`config.mk`:
```
export PLATFORM = sky130hd
export DESIGN_NAME = process_ready_blocked_queues_top
export DESIGN_NICKNAME = d
export VERILOG_FILES = /design/src/sv/prbq_pkg.sv /design/src/sv/prbq_cell.sv /design/src/sv/process_ready_blocked_queues_top.sv
export SDC_FILE = /design/constraint.sdc
export NUM_CORES = 1
export LEC_CHECK = 0
export BUFFER_PORTS_ARGS = -buffer_cell sky130_fd_sc_hd__buf_2
export CORE_UTILIZATION = 35
export DETAILED_ROUTE_END_ITERATION = 10
export GPL_TIMING_DRIVEN = 0
export SLEW_MARGIN = 15
export SYNTH_ARGS = -nofsm -noshare
export SYNTH_HDL_FRONTEND = slang
export SYNTH_HIERARCHICAL = 1
export SYNTH_SLANG_ARGS = --single-unit
```
`constraint.sdc`:
```
create_clock -name clk -period 13.5 [get_ports clk]
set_input_delay 0.675 -clock clk [delete_from_list [all_inputs] [get_ports clk]]
set_output_delay 0.675 -clock clk [all_outputs]
set_load 0.01 [all_outputs]
```
`src/sv/prbq_pkg.sv`:
```
// ----------------------------------------------------------------------------
// prbq_pkg
// Shared types and constants for the ready and blocked process queues.
// ----------------------------------------------------------------------------
package prbq_pkg;

    localparam int READY_DEPTH   = 16;
    localparam int BLOCKED_DEPTH = 16;
    localparam int ID_BITS       = 8;
    localparam int PRIORITY_BITS = 4;

    localparam int READY_CW   = $clog2(READY_DEPTH + 1);
    localparam int BLOCKED_CW = $clog2(BLOCKED_DEPTH + 1);

    // commands
    localparam logic [1:0] CMD_INS_READY   = 2'd0;
    localparam logic [1:0] CMD_INS_BLOCKED = 2'd1;
    localparam logic [1:0] CMD_REMOVE      = 2'd2;
    localparam logic [1:0] CMD_FIND        = 2'd3;

    // queue codes
    localparam logic [1:0] Q_NONE    = 2'd0;
    localparam logic [1:0] Q_READY   = 2'd1;
    localparam logic [1:0] Q_BLOCKED = 2'd2;

    // cell operations
    typedef logic [1:0] op_t;
    localparam op_t OP_HOLD   = 2'd0;
    localparam op_t OP_INSERT = 2'd1;
    localparam op_t OP_APPEND = 2'd2;
    localparam op_t OP_DROP   = 2'd3;

    typedef struct packed {
        logic [ID_BITS-1:0]       id;
        logic [PRIORITY_BITS-1:0] pri;
    } entry_t;

    typedef struct packed {
        op_t                      op;
        logic                     en;
        logic [ID_BITS-1:0]       id;
        logic [PRIORITY_BITS-1:0] pri;
    } ctl_t;

    typedef struct packed {
        logic                     hit;
        logic [PRIORITY_BITS-1:0] pri;
    } link_t;

endpackage

```
`src/sv/prbq_cell.sv`:
```
// ----------------------------------------------------------------------------
// prbq_cell
// One queue slot: holds an entry, matches it against the word and shifts
// toward either neighbor on insert or removal.
// ----------------------------------------------------------------------------
module prbq_cell
    import prbq_pkg::*;
(
    input  logic   clk,
    input  logic   occ,
    input  ctl_t   ctl,
    input  logic   prev_keep,
    input  entry_t prev_entry,
    input  entry_t next_entry,
    input  link_t  link_in,
    output logic   keep,
    output entry_t entry,
    output link_t  link_out
);

    entry_t entry_reg;
    entry_t entry_next;
    logic   match;

    assign entry = entry_reg;
    assign match = occ && (entry_reg.id == ctl.id);
    assign keep  = occ && ((ctl.op == OP_APPEND) || (entry_reg.pri >= ctl.pri));

    always_comb
    begin
        link_out.hit = link_in.hit || match;
        if (link_in.hit)
        begin
            link_out.pri = link_in.pri;
        end
        else if (match)
        begin
            link_out.pri = entry_reg.pri;
        end
        else
        begin
            link_out.pri = '0;
        end
    end

    always_comb
    begin
        entry_next = entry_reg;
        case (ctl.op)
            OP_INSERT, OP_APPEND:
            begin
                if (!keep)
                begin
                    if (prev_keep)
                    begin
                        entry_next.id  = ctl.id;
                        entry_next.pri = ctl.pri;
                    end
                    else
                    begin
                        entry_next = prev_entry;
                    end
                end
            end
            OP_DROP:
            begin
                if (link_out.hit)
                begin
                    entry_next = next_entry;
                end
            end
            default:
            begin
                entry_next = entry_reg;
            end
        endcase
    end

    always_ff @(posedge clk)
    begin
        if (ctl.en)
        begin
            entry_reg <= entry_next;
        end
    end

endmodule

```
`src/sv/process_ready_blocked_queues_top.sv`:
```
// ----------------------------------------------------------------------------
// process_ready_blocked_queues_top
// Priority-ordered ready queue and FIFO blocked queue, each a row of cells.
//
//   channel  direction  handshake           payload
//   in       input      in_valid/in_stall   command, process_id, priority_req
//   out      output     out_valid/out_stall ok, found_queue, found_priority,
//                                           head_valid, head_id, ready_count,
//                                           blocked_count
//
// each word is first taken into the command registers; then, in the execute
// state, every cell compares against it and the row shifts in one step.
// the result waits in an output register; a new word is taken meanwhile, but
// its shift cycle waits until the pending result is taken.
// reset empties both queues at once through the fill counts.
// ----------------------------------------------------------------------------
module process_ready_blocked_queues_top
    import prbq_pkg::*;
(
    input  logic       clk,
    input  logic       rst_n,
    input  logic       in_valid,
    output logic       in_stall,
    input  logic [1:0] command,
    input  logic [7:0] process_id,
    input  logic [3:0] priority_req,
    output logic       out_valid,
    input  logic       out_stall,
    output logic       ok,
    output logic [1:0] found_queue,
    output logic [3:0] found_priority,
    output logic       head_valid,
    output logic [7:0] head_id,
    output logic [4:0] ready_count,
    output logic [4:0] blocked_count
);

    localparam logic ST_IDLE = 1'b0;
    localparam logic ST_EXEC = 1'b1;

    logic                     state_reg;
    logic                     state_next;
    logic [1:0]               cmd_reg;
    logic [ID_BITS-1:0]       id_reg;
    logic [PRIORITY_BITS-1:0] pri_reg;

    logic [READY_CW-1:0]      ready_fill_reg;
    logic [READY_CW-1:0]      ready_fill_next;
    logic [BLOCKED_CW-1:0]    blocked_fill_reg;
    logic [BLOCKED_CW-1:0]    blocked_fill_next;

    logic                     out_valid_reg;
    logic                     ok_reg;
    logic [1:0]               fq_reg;
    logic [PRIORITY_BITS-1:0] fp_reg;
    logic                     ok_next;
    logic [1:0]               fq_next;
    logic [PRIORITY_BITS-1:0] fp_next;

    logic commit;
    logic ready_full;
    logic blocked_full;
    ctl_t r_ctl;
    ctl_t b_ctl;

    logic   [READY_DEPTH-1:0]   r_occ;
    logic   [READY_DEPTH-1:0]   r_keep;
    entry_t [READY_DEPTH-1:0]   r_entry;
    link_t  [READY_DEPTH:0]     r_link;
    logic   [BLOCKED_DEPTH-1:0] b_occ;
    logic   [BLOCKED_DEPTH-1:0] b_keep;
    entry_t [BLOCKED_DEPTH-1:0] b_entry;
    link_t  [BLOCKED_DEPTH:0]   b_link;

    assign in_stall     = (state_reg == ST_EXEC);
    assign commit       = (state_reg == ST_EXEC) && !(out_valid_reg && out_stall);
    assign ready_full   = (ready_fill_reg == READY_CW'(READY_DEPTH));
    assign blocked_full = (blocked_fill_reg == BLOCKED_CW'(BLOCKED_DEPTH));

    // cell control
    always_comb
    begin
        r_ctl.en  = commit;
        r_ctl.id  = id_reg;
        r_ctl.pri = pri_reg;
        b_ctl.en  = commit;
        b_ctl.id  = id_reg;
        b_ctl.pri = pri_reg;
        r_ctl.op  = OP_HOLD;
        b_ctl.op  = OP_HOLD;
        case (cmd_reg)
            CMD_INS_READY:
            begin
                r_ctl.op = ready_full ? OP_HOLD : OP_INSERT;
            end
            CMD_INS_BLOCKED:
            begin
                b_ctl.op = blocked_full ? OP_HOLD : OP_APPEND;
            end
            CMD_REMOVE:
            begin
                r_ctl.op = OP_DROP;
                b_ctl.op = r_link[READY_DEPTH].hit ? OP_HOLD : OP_DROP;
            end
            default:
            begin
                r_ctl.op = OP_HOLD;
                b_ctl.op = OP_HOLD;
            end
        endcase
    end

    assign r_link[0] = '0;
    assign b_link[0] = '0;

    for (genvar i = 0; i < READY_DEPTH; i++)
    begin : g_ready
        localparam logic [READY_CW-1:0] IDX = READY_CW'(i);
        assign r_occ[i] = (IDX < ready_fill_reg);
        prbq_cell u_cell
        (
            .clk        (clk),
            .occ        (r_occ[i]),
            .ctl        (r_ctl),
            .prev_keep  ((i == 0) ? 1'b1 : r_keep[(i == 0) ? 0 : i - 1]),
            .prev_entry (r_entry[(i == 0) ? 0 : i - 1]),
            .next_entry (r_entry[(i == READY_DEPTH - 1) ? i : i + 1]),
            .link_in    (r_link[i]),
            .keep       (r_keep[i]),
            .entry      (r_entry[i]),
            .link_out   (r_link[i + 1])
        );
    end

    for (genvar i = 0; i < BLOCKED_DEPTH; i++)
    begin : g_blocked
        localparam logic [BLOCKED_CW-1:0] IDX = BLOCKED_CW'(i);
        assign b_occ[i] = (IDX < blocked_fill_reg);
        prbq_cell u_cell
        (
            .clk        (clk),
            .occ        (b_occ[i]),
            .ctl        (b_ctl),
            .prev_keep  ((i == 0) ? 1'b1 : b_keep[(i == 0) ? 0 : i - 1]),
            .prev_entry (b_entry[(i == 0) ? 0 : i - 1]),
            .next_entry (b_entry[(i == BLOCKED_DEPTH - 1) ? i : i + 1]),
            .link_in    (b_link[i]),
            .keep       (b_keep[i]),
            .entry      (b_entry[i]),
            .link_out   (b_link[i + 1])
        );
    end

    // result and fill update
    always_comb
    begin
        ok_next           = 1'b0;
        fq_next           = Q_NONE;
        fp_next           = '0;
        ready_fill_next   = ready_fill_reg;
        blocked_fill_next = blocked_fill_reg;
        case (cmd_reg)
            CMD_INS_READY:
            begin
                if (!ready_full)
                begin
                    ok_next         = 1'b1;
                    fq_next         = Q_READY;
                    fp_next         = pri_reg;
                    ready_fill_next = ready_fill_reg + 1'b1;
                end
            end
            CMD_INS_BLOCKED:
            begin
                if (!blocked_full)
                begin
                    ok_next           = 1'b1;
                    fq_next           = Q_BLOCKED;
                    fp_next           = pri_reg;
                    blocked_fill_next = blocked_fill_reg + 1'b1;
                end
            end
            CMD_REMOVE, CMD_FIND:
            begin
                if (r_link[READY_DEPTH].hit)
                begin
                    ok_next = 1'b1;
                    fq_next = Q_READY;
                    fp_next = r_link[READY_DEPTH].pri;
                    if (cmd_reg == CMD_REMOVE)
                    begin
                        ready_fill_next = ready_fill_reg - 1'b1;
                    end
                end
                else if (b_link[BLOCKED_DEPTH].hit)
                begin
                    ok_next = 1'b1;
                    fq_next = Q_BLOCKED;
                    fp_next = b_link[BLOCKED_DEPTH].pri;
                    if (cmd_reg == CMD_REMOVE)
                    begin
                        blocked_fill_next = blocked_fill_reg - 1'b1;
                    end
                end
            end
            default:
            begin
                ok_next = 1'b0;
            end
        endcase
    end

    always_comb
    begin
        state_next = state_reg;
        case (state_reg)
            ST_IDLE:
            begin
                if (in_valid)
                begin
                    state_next = ST_EXEC;
                end
            end
            ST_EXEC:
            begin
                if (commit)
                begin
                    state_next = ST_IDLE;
                end
            end
            default:
            begin
                state_next = ST_IDLE;
            end
        endcase
    end

    always_ff @(posedge clk or negedge rst_n)
    begin
        if (!rst_n)
        begin
            state_reg        <= ST_IDLE;
            ready_fill_reg   <= '0;
            blocked_fill_reg <= '0;
            out_valid_reg    <= 1'b0;
        end
        else
        begin
            state_reg <= state_next;
            if (commit)
            begin
                ready_fill_reg   <= ready_fill_next;
                blocked_fill_reg <= blocked_fill_next;
                out_valid_reg    <= 1'b1;
            end
            else if (!out_stall)
            begin
                out_valid_reg <= 1'b0;
            end
        end
    end

    always_ff @(posedge clk)
    begin
        if (in_valid && !in_stall)
        begin
            cmd_reg <= command;
            id_reg  <= ID_BITS'(process_id);
            pri_reg <= PRIORITY_BITS'(priority_req);
        end
        if (commit)
        begin
            ok_reg <= ok_next;
            fq_reg <= fq_next;
            fp_reg <= fp_next;
        end
    end

    assign out_valid      = out_valid_reg;
    assign ok             = ok_reg;
    assign found_queue    = fq_reg;
    assign found_priority = 4'(fp_reg);
    assign head_valid     = (ready_fill_reg != '0);
    assign head_id        = head_valid ? 8'(r_entry[0].id) : 8'd0;
    assign ready_count    = 5'(ready_fill_reg);
    assign blocked_count  = 5'(blocked_fill_reg);

    a_ready_bound: assert property (@(posedge clk) disable iff (!rst_n)
        ready_fill_reg <= READY_CW'(READY_DEPTH))
        else $error("ready fill beyond depth");

    a_blocked_bound: assert property (@(posedge clk) disable iff (!rst_n)
        blocked_fill_reg <= BLOCKED_CW'(BLOCKED_DEPTH))
        else $error("blocked fill beyond depth");

    a_commit_result: assert property (@(posedge clk) disable iff (!rst_n)
        commit |=> out_valid_reg)
        else $error("shift cycle left no result");

    a_fill_hold: assert property (@(posedge clk) disable iff (!rst_n)
        !commit |=> ($stable(ready_fill_reg) && $stable(blocked_fill_reg)))
        else $error("fill changed outside a shift cycle");

endmodule

```
## Word level (Yosys, flattened, before mapping)

Index checks and enable logic that the tools add are counted.

- Multiplexer cells: 213
- Equality and inequality tests: 110
- Reductions and logical operators: 174
- Add/subtract/negate cells: 4
- Bitwise operators: 3
- Order comparisons: 64

Operators by type and width:

| kind | number |
|---|---|
| 2-to-1 mux 12 bit | 90 |
| case mux 12 bit (2 select lines) | 30 |
| equality test 8 bit | 32 |
| 2-to-1 mux 4 bit | 64 |
| greater-or-equal comparator 4 bit | 32 |
| AND reduction 4 bit | 30 |
| less-than comparator 4 x 5 -> 1 bit (first input constant) | 16 |
| != test 2 bit (second input constant) | 36 |
| logical AND 1 bit | 67 |
| logical OR 1 bit | 62 |
| != test 2 x 1 -> 1 bit (second input constant) | 31 |
| less-than comparator 3 x 5 -> 1 bit (first input constant) | 8 |
| 2-to-1 mux 5 bit | 7 |
| less-than comparator 1 x 5 -> 1 bit (first input constant) | 4 |
| less-than comparator 2 x 5 -> 1 bit (first input constant) | 4 |
| case mux 5 bit (2 select lines) | 2 |
| equality test 2 bit (second input constant) | 6 |
| case mux 4 bit (3 select lines) | 1 |
| adder 5 x 1 -> 5 bit (second input constant) | 2 |
| equality test 5 bit (second input constant) | 2 |
| subtractor 5 x 1 -> 5 bit (second input constant) | 2 |
| 2-to-1 mux 1 bit | 9 |
| 2-to-1 mux 2 bit | 4 |
| 2-to-1 mux 8 bit | 1 |
| other kinds (14) | 26 |

- Flip-flop bits (word level): 417
- Word-level logic and storage cells: 642
- Input bits: 18
- Output and inout port bits: 28

## Depth between registers and ports, before layout

- Word-level depth: 25
- Mapped depth: 47
- Mapped depth without buffers: 36

## By module

The synthesis kept the hierarchy.

By module, submodules not included:

| module | instances | seq. area each (µm²) | area each (µm²) | cells each |
|---|---|---|---|---|
| prbq_cell at g_blocked[0].u_cell ... | 26 | 360.3 | 925.9 | 94 |
| prbq_cell at g_ready[4].u_cell ... | 6 | 360.3 | 917.1 | 95 |
| process_ready_blocked_queues_top | 1 | 930.9 | 2050.7 | 205 |

## Least setup slack after synthesis

Ideal clock, no wire load.

- Kind: register to register
- From: reg id_reg[4]
- To: reg g_blocked[2].u_cell.entry_reg (netlist bit g_blocked[2].u_cell/entry[10]), data pin
- Stages on the path, launching flop included: 44
- Data arrival time: 11423 ps
- Clock period less this slack: 11690 ps
- Library setup time: 267 ps
- Path slack: 1810 ps
- Path buffers: 10
- Path through: edfxtp_1 xnor2_1 nand3_1 nor3_4 or2_2 buf_1 or2_2 buf_1 or2_2 buf_1 or2_2 inv_1 nand2_1 inv_1 nand2_1 inv_1 nand2_1 inv_1 (+8 left out) or2_2 buf_1 or2_2 buf_1 or2_2 buf_1 or2_2 buf_1 or2_2 nor2b_1 o21a_1 ha_1 a211oi_1 o21ai_0 and2_1 buf_4 mux2i_1 o21ai_0

RTL lines:

| what | line | source |
|---|---|---|
| start, declared | process_ready_blocked_queues_top.sv:44 | `logic [ID_BITS-1:0] id_reg;` |
| start signal, assigned | process_ready_blocked_queues_top.sv:268 | `id_reg <= ID_BITS'(process_id);` |
| end signal, assigned | prbq_cell.sv:83 | `entry_reg <= entry_next;` |
| end, declared | prbq_cell.sv:21 | `entry_t entry_reg;` |

==> impl_metrics.env <==
export IMPL_critical_path_max_stage_delay_ns=0.49
export IMPL_setup_viol=0
export IMPL_critPathLaunch="ready_count[3]"
export IMPL_cts_buffers=50
export IMPL_status="finished, final reports clean"
export IMPL_max_clock_path_buffers=3
export IMPL_crit_type="reg -> reg"
export IMPL_clockPowerShare=0.201
export IMPL_hpwl_mm=68.86
export IMPL_drt_pass1_iterations=8
export IMPL_slew_headroom=0.2137
export IMPL_cts_tree="yes"
export IMPL_dieArea_um2=91530
export IMPL_clock_skew_ns=0.03359
export IMPL_post_route_period_util=0.9113
export IMPL_num_nets_final=3610
export IMPL_placeableCoreArea_um2=88920
export IMPL_syn_avg_cell_area_um2=9.827
export IMPL_worstHoldPathType="in -> reg"
export IMPL_cp_common_cell="or2_2"
export IMPL_required_ns=13.85
export IMPL_final_hold_viol_count=0
export IMPL_holdWs_ns=0.2309
export IMPL_die_w_um=302.5
export IMPL_vias=24189
export IMPL_end_kind="register"
export IMPL_crit_fanout=23
export IMPL_cp_slowest_cell="dfrtp_1"
export IMPL_pwr_share_seq=0.356
export IMPL_maxCapViolations=0
export IMPL_num_rows=109
export IMPL_grt_max_degree=33
export IMPL_wl_per_cell_um=19.46
export IMPL_vdd_ir_drop_worst_v=0.0001041
export IMPL_netlist_instances=3217
export IMPL_overflow=0
export IMPL_drive_above_1_share=0.09874
export IMPL_yosys_warnings=6
export IMPL_internal_power_mw=4.048
export IMPL_postPlaceCellArea_um2=34430
export IMPL_fill_cells=8711
export IMPL_cellLeakagePower_nw=13.29
export IMPL_grt_pass1_vias=24080
export IMPL_grt_first_pass_wirelength_mm=139.8
export IMPL_drtIter0Drc=1836
export IMPL_cts_clk_slew_worst_paths_ns=0.06
export IMPL_multiInputGateArea_um2=17750
export IMPL_slew_viol_final=0
export IMPL_antenna_found_initial=1
export IMPL_tightest_slew_ns=1.167
export IMPL_holdPathStages=1
export IMPL_dieHeight_um=302.5
export IMPL_r2r_slack_ns=1.20
export IMPL_final_area_um2=36050
export IMPL_critPathLaunchType="register"
export IMPL_ctsHtreeMaxLevel=2
export IMPL_drc=0
export IMPL_drt_total_wl_mm=89.30
export IMPL_rsz0062_at_grt="false"
export IMPL_avgViaCountPerCell=5.272
export IMPL_worst_r2r_startpoint="ready_count[3]"
export IMPL_power_density_nw_per_um2=187.4
export IMPL_portBuffers=45
export IMPL_crit_arrival_ns=12.65
export IMPL_cts_sinks=417
export IMPL_crit_end="g_blocked[6].u_cell/entry[7]"
export IMPL_grt_usage=0.1950
export IMPL_place_worst_setup_slack_ns=1.350
export IMPL_r2r_end="g_blocked[6].u_cell/entry[7]"
export IMPL_insertedDiodeCount=0
export IMPL_fmaxAchievable_mhz=81.28
export IMPL_regArea_um2=12460
export IMPL_start_util=0.3555
export IMPL_netlist_area_um2=31610
export IMPL_swShare=0.4009
export IMPL_p_switching_mw=2.709
export IMPL_cts_root_buf="clkbuf_16"
export IMPL_clk_latency_ns=0.62
export IMPL_pwr_share_comb=0.444
export IMPL_io_pins=46
export IMPL_syn2layout_area_growth_pct=14.02
export IMPL_cts_setup_buffers=0
export IMPL_reg2regPathDepth=49
export IMPL_ant_nets=0
export IMPL_gp_congestion=0.8320
export IMPL_worst_slack_ns=1.197
export IMPL_fin_crit_ns=12.30
## critical path, delay by kind of cell (launching register included)
kind                       cells  cell delay, ns
AOI/OAI and AO/OA              4            0.67
adders and majority gates      1            0.17
DFF                            1            0.49
muxes                          1            0.29
and+or+nand+nor               23            6.20
buffers and inverters         20            4.13
## power groups by stage
stage / sequential (mW) / clock, mW / combinational [mW]
final: 2.40 / 1.36 / 3.00
after global routing: 2.44 / 1.43 / 3.31
after CTS: 2.40 / 1.39 / 2.99
after detailed placement: 2.43 / 0 / 2.98
after global placement: 2.58 / 0 / 2.68
after floorplan: 2.34 / 0 / 2.12
## cell usage in the layout, fill, tap and decap left out, types with 33 or more instances in the layout
| master | instances |
|---|---|
| a22o_1 | 104 |
| o21ai_0 | 415 |
| xnor2_1 | 222 |
| nor2_1 | 48 |
| clkbuf_16 | 50 |
| buf_2 | 52 |
| ha_1 | 205 |
| buf_8 | 41 |
| mux2i_1 | 386 |
| edfxtp_1 | 405 |
| nor3b_1 | 34 |
| clkbuf_1 | 78 |
| xor2_1 | 44 |
| inv_1 | 236 |
| nand2_1 | 477 |
| o21ai_1 | 54 |
| nor2b_1 | 86 |
| o211ai_1 | 33 |
## cell type report
cell class / count / share of cell area
plain buffers: 136 / 0.01732
clock buffers: 53 / 0.03502
clock inverters: 36 / 0.009441
inverters: 237 / 0.02468
multi-input cells: 2441 / 0.4924
flip-flops and latches: 417 / 0.3457
well taps: 1165 / 0.04044
repair buffers: 103 / 0.03499
## worst min path at each step
| stage | slack (ns) | start | to |
|---|---|---|---|
| 3_5_place_dp | 0.50 | out_valid | out_valid |
| 2_1_floorplan | 0.38 | rst_n | blocked_count[0] |
| 6_report | 0.23 | priority_req[2] | pri_reg[2] |
| 3_3_place_gp | 0.49 | out_valid | out_valid |
| 5_1_grt | 0.22 | priority_req[2] | pri_reg[2] |
| 4_1_cts | 0.20 | priority_req[2] | pri_reg[2] |
## stage by stage
step	util	setup TNS [ns]	power, mW	std cells
floorplan	-	0	4.456	3231
global placement	0.3750	-1036.46	5.259	4441
detailed placement	0.3872	0	5.405	4498
CTS	0.4054	0	6.782	4588
global route	0.4054	0	7.184	4588
finish	0.4054	0	6.757	4588
## layer usage
layer,share of wire,global-route usage
met2,0.44,0.3057
met5,0.00015,0
met3,0.062,0.03716
met4,0.021,0.04929
met1,0.47,0.2748
## timing repair
item	4_1_cts	5_1_grt
gates resized for setup	0	0
hold buffers	1	0
endpoints found under the hold margin	12	0
No activity file was read; power rests on OpenSTA's default activity.
